File: src/hw/rtl/tlvd_pkg.sv
// Package for the type/length/status packet deframer.
// Header layout constants and the result record shared by the parser and the top level.
// No dependencies.
`timescale 1ns / 1ps

package tlvd_pkg;

	// Header layout, in bytes, little-endian
	localparam int unsigned HDR_BYTES  = 8;
	localparam int unsigned TYPE_AT    = 0;
	localparam int unsigned LEN_AT     = 2;
	localparam int unsigned STATUS_AT  = 6;

	localparam int unsigned BYTE_W     = 8;
	localparam int unsigned TYPE_W     = 16;
	localparam int unsigned LEN_W      = 32;
	localparam int unsigned STATUS_W   = 16;
	localparam int unsigned HDR_W      = HDR_BYTES * BYTE_W;
	localparam int unsigned HCNT_W     = $clog2(HDR_BYTES);

	localparam logic [HCNT_W-1:0] HCNT_LAST = HCNT_W'(HDR_BYTES - 1);

	// One result transaction as produced by the parser
	typedef struct packed {
		logic                fire;
		logic [TYPE_W-1:0]   packet_type;
		logic [STATUS_W-1:0] packet_status;
		logic [LEN_W-1:0]    payload_length;
		logic [BYTE_W-1:0]   payload_byte;
		logic                has_data;
		logic                end_of_packet;
	} result_t;

endpackage

File: src/hw/rtl/tlvd_parser.sv
// Framing state of the deframer: header collection and payload byte count.
// Produces at most one result per byte stepped in. Depends on tlvd_pkg.
`timescale 1ns / 1ps

module tlvd_parser (
	input  logic                         clk,
	input  logic                         arst_n,
	input  logic                         step,
	input  logic [tlvd_pkg::BYTE_W-1:0]  stream_byte,
	output tlvd_pkg::result_t            res
);

	logic                        in_payload_q;
	logic [tlvd_pkg::HCNT_W-1:0] header_count_q;
	logic [tlvd_pkg::HDR_W-1:0]  header_shift_q;
	logic [tlvd_pkg::LEN_W-1:0]  bytes_remaining_q;

	logic                        in_payload_d;
	logic [tlvd_pkg::HCNT_W-1:0] header_count_d;
	logic [tlvd_pkg::HDR_W-1:0]  header_shift_d;
	logic [tlvd_pkg::LEN_W-1:0]  bytes_remaining_d;
	logic                        payload_now;
	logic [tlvd_pkg::LEN_W-1:0]  new_length;

	// Write a header byte into its lane, keep the other lanes and leave payload bytes out
	always_comb begin
		header_shift_d = header_shift_q;
		for (int i = 0; i < tlvd_pkg::HDR_BYTES; i++) begin
			if (!payload_now && header_count_q == tlvd_pkg::HCNT_W'(i)) begin
				header_shift_d[i*tlvd_pkg::BYTE_W +: tlvd_pkg::BYTE_W] = stream_byte;
			end
		end
	end

	assign new_length  = header_shift_d[tlvd_pkg::LEN_AT*tlvd_pkg::BYTE_W +: tlvd_pkg::LEN_W];
	// A payload flag with nothing left to count falls back to header collection
	assign payload_now = in_payload_q && (bytes_remaining_q != '0);

	// Next state and result
	always_comb begin
		in_payload_d      = 1'b0;
		header_count_d    = header_count_q;
		bytes_remaining_d = bytes_remaining_q;
		res               = '0;
		res.packet_type    = header_shift_d[tlvd_pkg::TYPE_AT*tlvd_pkg::BYTE_W +: tlvd_pkg::TYPE_W];
		res.packet_status  = header_shift_d[tlvd_pkg::STATUS_AT*tlvd_pkg::BYTE_W +:
			tlvd_pkg::STATUS_W];
		res.payload_length = new_length;
		if (payload_now) begin
			// Payload byte: count down, mark the final one
			bytes_remaining_d = bytes_remaining_q - tlvd_pkg::LEN_W'(1);
			in_payload_d      = (bytes_remaining_q != tlvd_pkg::LEN_W'(1));
			res.fire          = 1'b1;
			res.payload_byte  = stream_byte;
			res.has_data      = 1'b1;
			res.end_of_packet = (bytes_remaining_q == tlvd_pkg::LEN_W'(1));
		end else if (header_count_q == tlvd_pkg::HCNT_LAST) begin
			// Final header byte: load the count, or close an empty packet at once
			header_count_d    = '0;
			bytes_remaining_d = new_length;
			in_payload_d      = (new_length != '0);
			res.fire          = (new_length == '0);
			res.end_of_packet = 1'b1;
		end else begin
			header_count_d = header_count_q + tlvd_pkg::HCNT_W'(1);
		end
	end

	// Advance the framing state on each stepped byte
	always_ff @(posedge clk or negedge arst_n) begin
		if (!arst_n) begin
			in_payload_q      <= 1'b0;
			header_count_q    <= '0;
			header_shift_q    <= '0;
			bytes_remaining_q <= '0;
		end else if (step) begin
			in_payload_q      <= in_payload_d;
			header_count_q    <= header_count_d;
			header_shift_q    <= payload_now ? header_shift_q : header_shift_d;
			bytes_remaining_q <= bytes_remaining_d;
		end
	end

endmodule

File: src/hw/rtl/tlv_packet_deframer.sv
// Top level of the type/length/status packet deframer.
// Input register, framing parser and result register. Depends on tlvd_pkg, tlvd_parser.
`timescale 1ns / 1ps

// The deframer takes one stream byte per transaction and splits the stream into packets,
// each an 8-byte little-endian header (type, 32-bit length, status) followed by as many
// payload bytes as the length gives. Every payload byte leaves as one result transaction
// tagged with its packet's header fields, end_of_packet set on the last; a zero-length
// packet gives one result with has_data clear on its final header byte, and the other
// header bytes give none. One byte is taken every cycle while the output is not stalled;
// a byte is held in the input register, and its result is registered in the result
// register and presented on the output from there. The header/count update between
// the two registers is combinational, which is what allows a byte in every cycle.
module tlv_packet_deframer (
	input  logic                           clk,
	input  logic                           arst_n,
	input  logic                           in_valid,
	output logic                           in_stall,
	input  logic [tlvd_pkg::BYTE_W-1:0]    stream_byte,
	output logic                           out_valid,
	input  logic                           out_stall,
	output logic [tlvd_pkg::TYPE_W-1:0]    packet_type,
	output logic [tlvd_pkg::STATUS_W-1:0]  packet_status,
	output logic [tlvd_pkg::LEN_W-1:0]     payload_length,
	output logic [tlvd_pkg::BYTE_W-1:0]    payload_byte,
	output logic                           has_data,
	output logic                           end_of_packet
);

	logic                        valid_s1;
	logic [tlvd_pkg::BYTE_W-1:0] byte_s1;
	logic                        valid_s2;
	tlvd_pkg::result_t           res_s2;
	tlvd_pkg::result_t           res;
	logic                        s2_free;
	logic                        adv_s1;

	// A byte leaves stage 1 unless it makes a result with nowhere to go
	assign s2_free  = !valid_s2 || !out_stall;
	assign adv_s1   = valid_s1 && (!res.fire || s2_free);
	assign in_stall = valid_s1 && !adv_s1;

	// Hold the accepted byte
	always_ff @(posedge clk or negedge arst_n) begin
		if (!arst_n) begin
			valid_s1 <= 1'b0;
		end else if (!in_stall) begin
			valid_s1 <= in_valid;
		end
	end

	always_ff @(posedge clk) begin
		if (!in_stall && in_valid) begin
			byte_s1 <= stream_byte;
		end
	end

	tlvd_parser u_parser (
		.clk         (clk),
		.arst_n      (arst_n),
		.step        (adv_s1),
		.stream_byte (byte_s1),
		.res         (res)
	);

	// Load the result register whenever the output side has taken the last one
	always_ff @(posedge clk or negedge arst_n) begin
		if (!arst_n) begin
			valid_s2 <= 1'b0;
		end else if (s2_free) begin
			valid_s2 <= adv_s1 && res.fire;
		end
	end

	always_ff @(posedge clk) begin
		if (s2_free && adv_s1 && res.fire) begin
			res_s2 <= res;
		end
	end

	assign out_valid      = valid_s2;
	assign packet_type    = res_s2.packet_type;
	assign packet_status  = res_s2.packet_status;
	assign payload_length = res_s2.payload_length;
	assign payload_byte   = res_s2.payload_byte;
	assign has_data       = res_s2.has_data;
	assign end_of_packet  = res_s2.end_of_packet;

endmodule
File: config.mk
export PLATFORM = sky130hd
export DESIGN_NAME = tlv_packet_deframer
export DESIGN_NICKNAME = d
export VERILOG_FILES = /design/src/hw/rtl/tlvd_pkg.sv /design/src/hw/rtl/tlvd_parser.sv /design/src/hw/rtl/tlv_packet_deframer.sv
export SDC_FILE = /design/constraint.sdc
export NUM_CORES = 1
export LEC_CHECK = 0
export ABC_CLOCK_PERIOD_IN_PS = 9300
export BUFFER_PORTS_ARGS = -buffer_cell sky130_fd_sc_hd__buf_4
export CORE_MARGIN = 2
export CORE_UTILIZATION = 59
export CTS_BUF_LIST = sky130_fd_sc_hd__clkbuf_16
export CTS_CLUSTER_DIAMETER = 150
export DETAILED_ROUTE_END_ITERATION = 7
export PLACE_DENSITY = 0.8
export SLEW_MARGIN = 20
export SYNTH_ARGS = -nofsm -noshare
export SYNTH_HDL_FRONTEND = slang
export SYNTH_HIERARCHICAL = 1
export SYNTH_SLANG_ARGS = --single-unit
File: constraint.sdc
create_clock -name clk -period 9.3 [get_ports clk]
set_clock_uncertainty 0.1 [all_clocks]
set_input_delay 1.395 -clock clk [delete_from_list [all_inputs] [get_ports clk]]
set_output_delay 1.395 -clock clk [all_outputs]
set_load 0.01 [all_outputs]
== Yosys cells after proc, flatten, opt, wreduce, memory -nomap -nowiden ==
Index checks and enable logic that the tools add are counted.

* Reductions and logical operators: 30
* Bitwise gates (word level): 1
* $add $sub $neg: 2
* Multiplexer cells: 18
* Equality and inequality tests: 9

{| class="wikitable"
|+ Operator list
! cell !! number
|-
| $mux W32 || 2
|-
| $mux W8 || 8
|-
| $reduce_bool A32 Y1 || 2
|-
| $eq A32 B1 Y1 const B || 1
|-
| $logic_not A32 Y1 || 1
|-
| $ne A32 B1 Y1 const B || 1
|-
| $sub A32 B1 Y32 const B || 1
|-
| $logic_and A1 B1 Y1 || 15
|-
| $eq A3 B3 Y1 const B || 4
|-
| $mux W1 || 7
|-
| $eq A3 B2 Y1 const B || 2
|-
| $logic_not A1 Y1 || 6
|-
| $reduce_and A2 Y1 || 2
|-
| $add A3 B1 Y3 const B || 1
|-
| $eq A3 B1 Y1 const B || 1
|-
| $logic_not A3 Y1 || 1
|-
| $mux W3 || 1
|-
| $logic_or A1 B1 Y1 || 2
|-
| $reduce_bool A2 Y1 || 1
|-
| $not A1 Y1 || 1
|}

* Input port bits: 12
* Bits in registers: 184

== Depth between registers and ports, before layout ==
* Depth after elaboration: 15
* Mapped depth: 19
* Mapped depth without buffers: 16

== Cells and area by module ==
Netlist, hierarchy kept.

{| class="wikitable"
|+ Modules (own cells, without submodules)
! module !! instances !! sequential area each (um^2) !! cells each !! area each (um^2)
|-
| tlvd_parser || 1 || 2,502.4 || 649 || 5,820.6
|-
| tlv_packet_deframer || 1 || 2,512.4 || 94 || 2,567.5
|}

== Worst setup path before layout ==
OpenSTA, ideal clock, no wires.

* Path type: register to register
* From: reg u_parser/bytes_remaining_q[23] (netlist name)
* To: reg res_s2 (netlist bit end_of_packet) (enable)
* Arrival: 6.811 ns
* Data required time: 8.670 ns
* Path buffers: 1
* Library setup time: 0.530 ns
* Slack: 1.859 ns
* Cell stages (with the launch flop): 12
* Path through: dfrtp_1 > or4_1 > or4_4 > o31ai_4 > inv_2 > buf_6 > nor2_2 > mux2i_1 > nand4_1 > o31ai_1 > nand2_1 > a21oi_1

{| class="wikitable"
|+ RTL lines
! element !! line !! text
|-
| start, declared || tlvd_parser.sv:16 || <nowiki>logic [tlvd_pkg::LEN_W-1:0] bytes_remaining_q;</nowiki>
|-
| start signal, assigned || tlvd_parser.sv:80 || <nowiki>bytes_remaining_q <= bytes_remaining_d;</nowiki>
|-
| end signal, assigned || tlv_packet_deframer.sv:77 || <nowiki>res_s2 <= res;</nowiki>
|-
| end, declared || tlv_packet_deframer.sv:33 || <nowiki>tlvd_pkg::result_t res_s2;</nowiki>
|}

==> impl_metrics.py <==
metrics = {
    "status": {
        "status": "completed",
    },
    "detailed_routing": {
        "routedWlPerCell_um": 21.1,
        "routed_wirelength_mm": 21.4,
        "drc_errors": 0,
        "routed_via_density": 6.19,
        "final_antenna_net_count": 0,
        "num_vias": 6281,
        "drtIter0Drc": 761,
        "dr.pass1.iters": 5,
    },
    "timing": {
        "fin_crit_sh_pct": 67.9,
        "slew_headroom_pct": 36.4,
        "finalHoldViolations": 0,
        "rsz0062_at_grt": "no",
        "setup_viol": 0,
        "setup_tns_ps": 0,
        "fmax_ghz": 0.158,
        "period_minus_slack_ps": 6320,
        "maxSlewViolCount": 0,
        "worstMarginPinSlew_ps": 954,
    },
    "clock_tree": {
        "cts_buffers": 17,
        "worstSkewPairLatency_ps": 440,
        "postCtsSetupBuffers": 0,
        "clockBufferDepth": 2,
        "hold_buffers": 0,
        "htree_levels": 4,
        "cts_tree": "built",
        "clock-root-buffer": "clkbuf_16",
        "cts_resized": 0,
        "clock-sinks": 184,
        "path_clk_slew_ps": 60,
    },
    "power_and_ir_drop": {
        "comb_power_share_pct": 8.2,
        "clkPwrFrac_pct": 37.5,
        "p_sw_share_pct": 25.0,
        "irDropWorstVdd_v": 0.000102,
        "intPower_mw": 1.28,
        "p_switching_uw": 427,
        "p_leak_nw": 4.34,
        "p_seq_share_pct": 54.3,
        "powerDensity_mw_per_mm2": 176,
    },
    "grt": {
        "grt_usage_pct": 29.6,
        "overflow": 0,
        "antenna_found_initial": 0,
        "grt_pass1_wl_mm": 33.3,
        "grt_max_degree": 71,
        "grt_pass1_vias": 6081,
    },
    "layout": {
        "nets": 841,
        "drive_above_1_share_pct": 25.1,
        "num_antenna_cells": 0,
        "finalInstanceArea_mm2": 0.00972,
        "syn2layout_area_growth_pct": 15.9,
    },
    "synthesis": {
        "synth_area_per_cell_um2": 11.3,
        "netlist_area_mm2": 0.00839,
        "syn_inst": 743,
        "synth_ff_type": "dfrtp_1",
        "synthesis.nets": 763,
        "synthTopCellsByCount": "nand2_1 (168), dfrtp_1 (102), edfxtp_1 (82)",
        "yosysSeqAreaShare_pct": 59.8,
        "yosysWarnings": 6,
        "synth.top_cell.area_share_pct": 30.4,
        "async_flop_share_pct": 55.4,
        "ys_seq_elements": 184,
        "yosysMostFrequentCell": "nand2_1",
        "synth_edf_count": 82,
        "synth_cell_type_count": 58,
        "synth_top_area_cell": "dfrtp_1",
        "synthTopCellsByArea": "dfrtp_1 (30%), edfxtp_1 (29%), mux2_2 (9.7%)",
    },
    "setup_path": {
        "required_ps": 7810,
        "arrival_ps": 4820,
        "worstSetupPathType": "flip-flop to output pin",
        "regToRegSetupSlack_ps": 3340,
        "cp-start-kind": "flip-flop",
        "rr_startpoint": "u_parser/bytes_remaining_q[0]$_DFFE_PN0P_",
        "worstPathMaxFanout": 47,
        "reg2regPathDepth": 13,
        "end_kind": "output pin",
        "rr_endpoint": "packet_type[4]$_DFFE_PP_",
    },
    "floorplan": {
        "start_util_pct": 60.4,
        "die_x_um": 123,
        "rows": 43,
        "core-area_mm2": 0.0139,
        "die_area_mm2": 0.0152,
        "io_pins": 88,
        "fp.dieH_um": 123,
    },
    "placed_design": {
        "placed_cell_area_mm2": 0.00921,
        "hpwl_mm": 14.1,
        "place_congestion": 0.925,
        "io_buffers": 87,
    },
    "run": {
        "maxCapViolCount": 0,
    },
    "worst_hold_path": {
        "holdPathEnd": "u_parser/header_shift_q[60]$_DFFE_PN0P_",
        "hp-start": "u_parser/header_shift_q[60]$_DFFE_PN0P_",
        "min_path_type": "flip-flop to flip-flop",
        "hold_depth": 2,
    },
}
[how the worst max path moves through the flow]
stage | startpoint | endpoint | slack [ps] | depth (start not counted)
after floorplan | u_parser/bytes_remaining_q[23]$_DFFE_PN0P_ | end_of_packet$_DFFE_PP_ | 1860 | 11
after global placement | u_parser/bytes_remaining_q[0]$_DFFE_PN0P_ | in_stall | 3670 | 13
after detailed placement | u_parser/bytes_remaining_q[0]$_DFFE_PN0P_ | packet_type[4]$_DFFE_PP_ | 3520 | 13
after CTS | u_parser/bytes_remaining_q[0]$_DFFE_PN0P_ | in_stall | 3110 | 13
after global routing | u_parser/bytes_remaining_q[0]$_DFFE_PN0P_ | in_stall | 2610 | 13
final | u_parser/bytes_remaining_q[0]$_DFFE_PN0P_ | in_stall | 2980 | 13
[stage by stage]
step	hold slack (ps)	util [%]	total power, mW	setup WS [ps]	instances
after floorplan	340	-	1.01	1860	743
after global placement	352	66.3	1.08	3670	982
after detailed placement	363	66.3	1.08	3520	982
after CTS	379	70.0	1.71	3110	1014
after global routing	402	70.0	1.76	2610	1014
final	382	70.0	1.71	2980	1014
[worst max-delay path, stage by stage, from the launching register on]
cell,delay [ps]
dfrtp_1,440
inv_1,80
ha_1,240
nor4b_1,520
nand4_1,310
o31ai_4,290
inv_2,390
nor2_4,440
mux2i_1,530
nand4_1,190
o31ai_1,570
nand4_2,180
inv_1,100
buf_4,120
[sequential cells by signal, indices dropped and copies added (netlist names)]
| name | cells |
|---|---|
| u_parser/header_shift_q | 64 |
| payload_length | 32 |
| u_parser/bytes_remaining_q | 32 |
| packet_status | 16 |
| packet_type | 16 |
| byte_s1 | 8 |
| payload_byte | 8 |
| u_parser/header_count_q | 3 |
| end_of_packet | 1 |
| has_data | 1 |
| out_valid | 1 |
| u_parser/in_payload_q | 1 |
| valid_s1 | 1 |
[layer usage]
layer  up-vias  routed length (µm)  track usage [%]
met3        52                1530             6.13
met5         -                   0                0
met1      3109                8720             39.7
li1       2828                   -                -
met4         0                 667             12.5
met2       292               10500             47.1
[power by group through the flow]
stage	clock network, mW	logic (mW)	registers, mW
2_1_floorplan	0	0.0678	0.939
3_3_place_gp	0	0.138	0.940
3_5_place_dp	0	0.140	0.941
4_1_cts	0.646	0.140	0.926
5_1_grt	0.680	0.155	0.930
6_report	0.641	0.141	0.927
[layout by cell type, fill, tap and decap left out, types with 3 or more instances in the layout]
| cell | n |
|---|---|
| clkbuf_16 | 17 |
| edfxtp_1 | 82 |
| and3_1 | 3 |
| a22oi_1 | 4 |
| clkinv_1 | 4 |
| and2_1 | 11 |
| mux2i_1 | 13 |
| or3_1 | 3 |
| o21a_1 | 3 |
| ha_1 | 8 |
| nand3b_1 | 3 |
| or4_1 | 7 |
| nand4_1 | 8 |
| inv_1 | 23 |
| nor4_1 | 13 |
| o31ai_1 | 3 |
| mux2_2 | 72 |
| o21ai_0 | 37 |
| a31oi_1 | 5 |
| nand3_1 | 14 |
| or2_2 | 3 |
| nor2_1 | 31 |
| buf_4 | 99 |
| nand2b_1 | 3 |
| nor3_1 | 25 |
| dfrtp_1 | 102 |
| o22ai_1 | 5 |
| a21oi_1 | 10 |
| o221ai_1 | 3 |
| clkinvlp_4 | 6 |
| a221o_1 | 12 |
| nand2_1 | 168 |
[kinds of logic (layout without fill, tap and decap cells)]
kind of cell / Yosys count / count (layout) / share of synthesized area, %
adders and majority gates: 8 / 8 / 1.19
muxes: 85 / 85 / 11.2
DFF: 184 / 184 / 59.8
and+or+nand+nor: 303 / 303 / 16.5
AOI/OAI and AO/OA: 101 / 101 / 8.26
buffers and inverters: 62 / 153 / 3.00
[final cells by class]
type | count | area [µm²]
inverters | 22 | 82.6
repair buffers | 99 | 743
flip-flops and latches | 184 | 5010
clock inverters | 15 | 90.1
clock buffers | 17 | 425
multi-input cells | 497 | 3140
fillers | 1030 | 4160
well taps | 180 | 225
No activity file was read; power rests on OpenSTA's default activity.
